[src/hdl/mrrc_pkg.sv]
// Shared constants, types and the CRC-16 table step for the Modbus RTU
// response checker. No dependencies.
package mrrc_pkg;

   localparam int MAX_FRAME = 256;
   localparam int MAX_REGS  = 128;

   localparam int POS_W  = $clog2(MAX_FRAME + 2);
   localparam int ADDR_W = $clog2(MAX_REGS);

   localparam logic [15:0] CRC_INIT  = 16'hFFFF;
   localparam logic [15:0] CRC_POLY  = 16'hA001;
   localparam logic [7:0]  EXC_BIT   = 8'h80;
   localparam int          MIN_FRAME = 5;

   localparam logic CMD_BYTE = 1'b0;
   localparam logic CMD_READ = 1'b1;

   localparam logic KIND_STATUS = 1'b0;
   localparam logic KIND_READ   = 1'b1;

   typedef enum logic [2:0] {
      ST_OK    = 3'd0,
      ST_SHORT = 3'd1,
      ST_CRC   = 3'd2,
      ST_EXC   = 3'd3,
      ST_LEN   = 3'd4
   } status_type;

   typedef struct packed {
      logic       valid;
      logic       kind;
      status_type status;
      logic       zero;
   } res_type;

   typedef struct packed {
      logic              en;
      logic [ADDR_W-1:0] addr;
      logic [15:0]       data;
   } wr_type;

   typedef struct packed {
      logic              en;
      logic [ADDR_W-1:0] addr;
   } rd_type;

   // reflected CRC-16 table entry
   function automatic logic [15:0] crc_tab(input logic [7:0] idx);
      logic [15:0] v;
      v = {8'h00, idx};
      for (int b = 0; b < 8; b++) begin
         v = v[0] ? ((v >> 1) ^ CRC_POLY) : (v >> 1);
      end
      return v;
   endfunction

endpackage

[src/hdl/mrrc_frame.sv]
// Frame tracker: byte window, CRC-16, position decode, word store writes and
// end-of-frame status. Uses mrrc_pkg.
module mrrc_frame import mrrc_pkg::*; (
   input  logic       clock,
   input  logic       reset,
   input  logic       accept,
   input  logic       cmd,
   input  logic [7:0] rx_byte,
   input  logic       frame_end,
   input  logic [6:0] read_index,
   input  logic       csr_we,
   input  logic [6:0] csr_wdata,
   output res_type    res,
   output wr_type     wr,
   output rd_type     rd
);

   logic [15:0]      crc_ff, crc_in;
   logic [POS_W-1:0] pos_ff, pos_in;
   logic [7:0]       func_ff, func_in;
   logic [7:0]       count_ff, count_in;
   logic [7:0]       tail0_ff, tail0_in;
   logic [7:0]       tail1_ff, tail1_in;
   logic [7:0]       high_ff, high_in;
   logic [6:0]       expected_ff;

   logic [POS_W-1:0] tp, off;
   logic [31:0]      idx;
   logic             take;
   logic [15:0]      crc_take;
   status_type       st;

   always_comb begin
      crc_in   = crc_ff;
      pos_in   = pos_ff;
      func_in  = func_ff;
      count_in = count_ff;
      tail0_in = tail0_ff;
      tail1_in = tail1_ff;
      high_in  = high_ff;
      wr       = '0;
      rd       = '0;
      res      = '0;
      st       = ST_OK;

      tp       = pos_ff - POS_W'(2);
      off      = tp - POS_W'(3);
      idx      = 32'(off >> 1);
      take     = (pos_ff >= POS_W'(2)) && (pos_ff <= POS_W'(MAX_FRAME));
      crc_take = (crc_ff >> 8) ^ crc_tab(crc_ff[7:0] ^ tail0_ff);

      if (accept && cmd == CMD_READ) begin
         rd.en     = 1'b1;
         rd.addr   = read_index[ADDR_W-1:0];
         res.valid = 1'b1;
         res.kind  = KIND_READ;
         res.zero  = 32'(read_index) >= 32'(MAX_REGS);
      end

      if (accept && cmd == CMD_BYTE) begin
         if (take) begin
            crc_in = crc_take;
            if (tp == POS_W'(1)) begin
               func_in = tail0_ff;
            end else if (tp == POS_W'(2)) begin
               count_in = tail0_ff;
            end else if (tp >= POS_W'(3)) begin
               if (!off[0]) begin
                  high_in = tail0_ff;
               end else if (idx < 32'(MAX_REGS)) begin
                  wr.en   = 1'b1;
                  wr.addr = idx[ADDR_W-1:0];
                  wr.data = {high_ff, tail0_ff};
               end
            end
         end
         tail0_in = tail1_ff;
         tail1_in = rx_byte;
         if (pos_ff <= POS_W'(MAX_FRAME)) begin
            pos_in = pos_ff + POS_W'(1);
         end

         if (frame_end) begin
            if (pos_in < POS_W'(MIN_FRAME)) begin
               st = ST_SHORT;
            end else if (pos_in > POS_W'(MAX_FRAME)) begin
               st = ST_LEN;
            end else if ({rx_byte, tail1_ff} != crc_in) begin
               st = ST_CRC;
            end else if ((func_in & EXC_BIT) != 8'h00) begin
               st = ST_EXC;
            end else if (count_in != {expected_ff, 1'b0}) begin
               st = ST_LEN;
            end
            res.valid  = 1'b1;
            res.kind   = KIND_STATUS;
            res.status = st;
            crc_in     = CRC_INIT;
            pos_in     = '0;
            func_in    = '0;
            count_in   = '0;
            tail0_in   = '0;
            tail1_in   = '0;
            high_in    = '0;
         end
      end
   end

   always_ff @(posedge clock) begin
      if (reset) begin
         crc_ff      <= CRC_INIT;
         pos_ff      <= '0;
         func_ff     <= '0;
         count_ff    <= '0;
         tail0_ff    <= '0;
         tail1_ff    <= '0;
         high_ff     <= '0;
         expected_ff <= 7'd1;
      end else begin
         crc_ff   <= crc_in;
         pos_ff   <= pos_in;
         func_ff  <= func_in;
         count_ff <= count_in;
         tail0_ff <= tail0_in;
         tail1_ff <= tail1_in;
         high_ff  <= high_in;
         if (csr_we) begin
            expected_ff <= csr_wdata;
         end
      end
   end

endmodule

[config.mk]
export PLATFORM = sky130hd
export DESIGN_NAME = mrrc_frame
export DESIGN_NICKNAME = d
export VERILOG_FILES = /design/src/hdl/mrrc_pkg.sv /design/src/hdl/mrrc_frame.sv
export SDC_FILE = /design/constraint.sdc
export NUM_CORES = 1
export LEC_CHECK = 0
export BUFFER_PORTS_ARGS = -buffer_cell sky130_fd_sc_hd__buf_4
export CAP_MARGIN = 10
export CELL_PAD_IN_SITES_DETAIL_PLACEMENT = 1
export CELL_PAD_IN_SITES_GLOBAL_PLACEMENT = 2
export CORE_UTILIZATION = 33
export CTS_CLUSTER_DIAMETER = 200
export CTS_CLUSTER_SIZE = 40
export DETAILED_ROUTE_END_ITERATION = 7
export PLACE_DENSITY = 0.76
export SETUP_SLACK_MARGIN = 0.2
export SKIP_CTS_REPAIR_TIMING = 1
export SLEW_MARGIN = 20
export SYNTH_ARGS = -nofsm -noshare
export SYNTH_HDL_FRONTEND = slang
export SYNTH_SLANG_ARGS = --single-unit
[constraint.sdc]
create_clock -name clock -period 5.9 [get_ports clock]
set_clock_uncertainty 0.2 [all_clocks]
set_input_delay 1.475 -clock clock [delete_from_list [all_inputs] [get_ports clock]]
set_output_delay 1.475 -clock clock [all_outputs]
set_load 0.02 [all_outputs]
==> metrics <==
Post-Syn Area per Cell=7.90 µm²; Max VDD drop=0.105 mV; Reg clk slew, reported paths=0.06 ns; setup violators final=0; count of unique library cells instantiated by Yosys=65; slowest CP cell=or4_4; largest net degree at the start of global routing=50; critical path launch point type=register; Initial Utilization=0.338; drt total wl=between 10,000 and 15,000 µm; antenna violations before repair=0; HPWL Detailed=10,100 µm; Root Driver=clkbuf_16; Ant. Diodes=0; gr ovfl total=0; ys flop type=dfxtp_1; Crit path arrival time=3.81 ns; IO buf count=between 60 and 70; Pre-antenna DRT Iters=5; die area=0.0133 mm²; CP bufs+invs=1; crit-path max FO=19; Worst-Skew Late Latency=0.33 ns; critical path required time=4.22 ns; crit-path leading delay family=compound AO/OA/AOI/OAI gates; CTS Buffer Depth=2; Leak Pwr=2.17 nW; setup TNS=0 ns; number of flops mapped to enable cells by yosys=0; post-route ant nets=0; post-synthesis sequential element count=65; share of cells above drive strength 1=0.185; syn_nets=between 500 and 600; Setup CP Type=register to output pin; status=finished, final reports clean; worst hold-check path type=register to register; num ports=between 60 and 70; nets=620; via count=4,093; area leader, netlist=dfxtp_1; Crit. End Element=output pin; RSZ-0062 raised after global routing=no; Die Ht=115 µm; sequential fraction of the synthesis area=0.307; Final Critical Period=between 5 and 6 ns; Iter 0 DRT Violations=224; die span in x=115 µm; worst slew pin tran=between 0.7 and 0.8 ns; yosys warns=0; Final Max Slew Viols=0; clk sinks=65; top cells by area, synth=dfxtp_1 (31%), xnor2_1 (6.4%), nor2_1 (4.8%), a21oi_1 (4.5%), nand2_1 (4.3%); Syn-to-layout area delta=24.5%; vias in the first global route=~4,200; gpl congestion=roughly 0.81; Routed wire per std cell=18.5 µm; max incr delay on CP=0.61 ns; asr flop ratio synth=0; Final period util=0.930; Inserted Clock Buffers=9; maxcap violations=0; core box area=0.0126 mm²; Core Rows=41; Slew HR=0.519; final count of hold timing violations=0; GRT Util Overall=0.224; area fraction of the dominant cell type after synthesis=0.307; DRC errors left=0; Post-Route Utilization=0.420; Post-Syn Instances=537; P per Cell Area=238 mW/mm²; H-tree levels=3; CTS tree=yes; worst path cell trace=or4_4, o31a_1, nor2_4, a21oi_1, a221o_1, nor4_2, a41oi_1, a211oi_1, buf_4; Vias/cell=5.37; Fmax=0.182 GHz; global-route wire length before repair=22,900 µm; Post-Synthesis Cell Area=0.00424 mm²
-- final timing paths --
kind	start	endpoint	slack [ns]	cells past startpoint
hold / removal	tail1_ff[1]$_SDFFE_PP0P_	tail1_ff[1]$_SDFFE_PP0P_	0.26	2
setup / recovery	pos_ff[5]$_SDFFE_PP0P_	res[3]	0.41	9
hold reg to reg	tail1_ff[1]$_SDFFE_PP0P_	tail1_ff[1]$_SDFFE_PP0P_	0.26	2
setup reg to reg	pos_ff[5]$_SDFFE_PP0P_	high_ff[7]$_SDFFE_PP0P_	1.82	9
-- registers in the layout, summed over array words and instances (netlist names) --
name         flops
count_ff         8
func_ff          1
tail0_ff         8
expected_ff      7
tail1_ff         8
pos_ff           9
crc_ff          16
high_ff          8
-- layout make-up --
| type | count | area [µm²] |
|---|---|---|
| multi-input combinational | 414 | 2720 |
| tap | 172 | 215 |
| clock inverter | 7 | 166 |
| timing repair buffer | 77 | 591 |
| inverter | 18 | 67.6 |
| clock buffer | 9 | 225 |
| fill | 1510 | 7280 |
| sequential | 65 | 1300 |
-- synthesized netlist by cell type, drive strengths merged (5+ instances only) --
master / instances
nand3b: 10
clkbuf: 32
o21ai: 16
ha: 7
a21oi: 39
nand3: 19
or3: 9
inv: 18
a221oi: 5
xor2: 15
o22ai: 7
and3: 7
nor3: 11
nand2: 49
nor2: 55
a22oi: 18
buf: 8
xnor2: 31
dfxtp: 65
mux2i: 12
nor4: 7
and2: 21
o211ai: 13
nand2b: 9
-- kinds of logic (layout without fill, tap and decap cells) --
family / after synthesis / after routing / share of synthesized area
other cells: 1 / 1 / 0.000884
fa+ha+maj: 7 / 7 / 0.0206
compound gates: 131 / 131 / 0.210
simple gates: 213 / 213 / 0.262
xor+xnor: 50 / 50 / 0.116
buf+inv: 58 / 111 / 0.0554
flops: 65 / 65 / 0.307
mux: 12 / 12 / 0.0283
-- tightest hold or removal path, delay by kind of cell, from the launching register on --
kind	cells	cell delay, ns
and+or+nand+nor	1	0.05
DFF	1	0.31
AOI/OAI and AO/OA	1	0.05
-- power breakdown --
group / total (W) / leakage, nW / internal (W) / switching [W]
registers: 0.000452 / 0.527 / 0.000445 / 0.00000744
logic: 0.000101 / 1.45 / 0.0000414 / 0.0000600
clock network: 0.000706 / 0.186 / 0.000499 / 0.000207
-- layout by cell type, fill, tap and decap left out, drive strengths merged, types with 10 or more instances in the layout --
cell type  Yosys  layout
xnor2         31      31
nor2          55      55
a21oi         39      39
inv           18      18
buf            8      77
nand2         49      49
o21ai         16      16
and2          21      21
o211ai        13      13
xor2          15      15
nand3b        10      10
a22oi         18      18
mux2i         12      12
nor3          11      11
dfxtp         65      65
nand3         19      19
-- stage by stage --
step	instance area [µm²]	std cells	power (W)	setup slack [ns]	hold WS [ns]
after floorplan	4240	537	0.000521	0.978	0.232
after global placement	4860	744	0.000562	0.614	0.241
after detailed placement	4860	744	0.000563	0.461	0.256
after CTS	5250	760	0.00127	0.106	0.264
after global routing	5280	762	0.00130	0.197	0.299
final	5280	762	0.00126	0.413	0.260
-- metal layers --
layer  up-vias  track usage  share of wire
met5         -            0              0
met4         0       0.0537         0.0079
met3         7       0.0343          0.036
met2        83        0.377           0.48
met1      2011        0.300           0.47
li1       1992            -              -
Power figures use the tool's default switching activity.
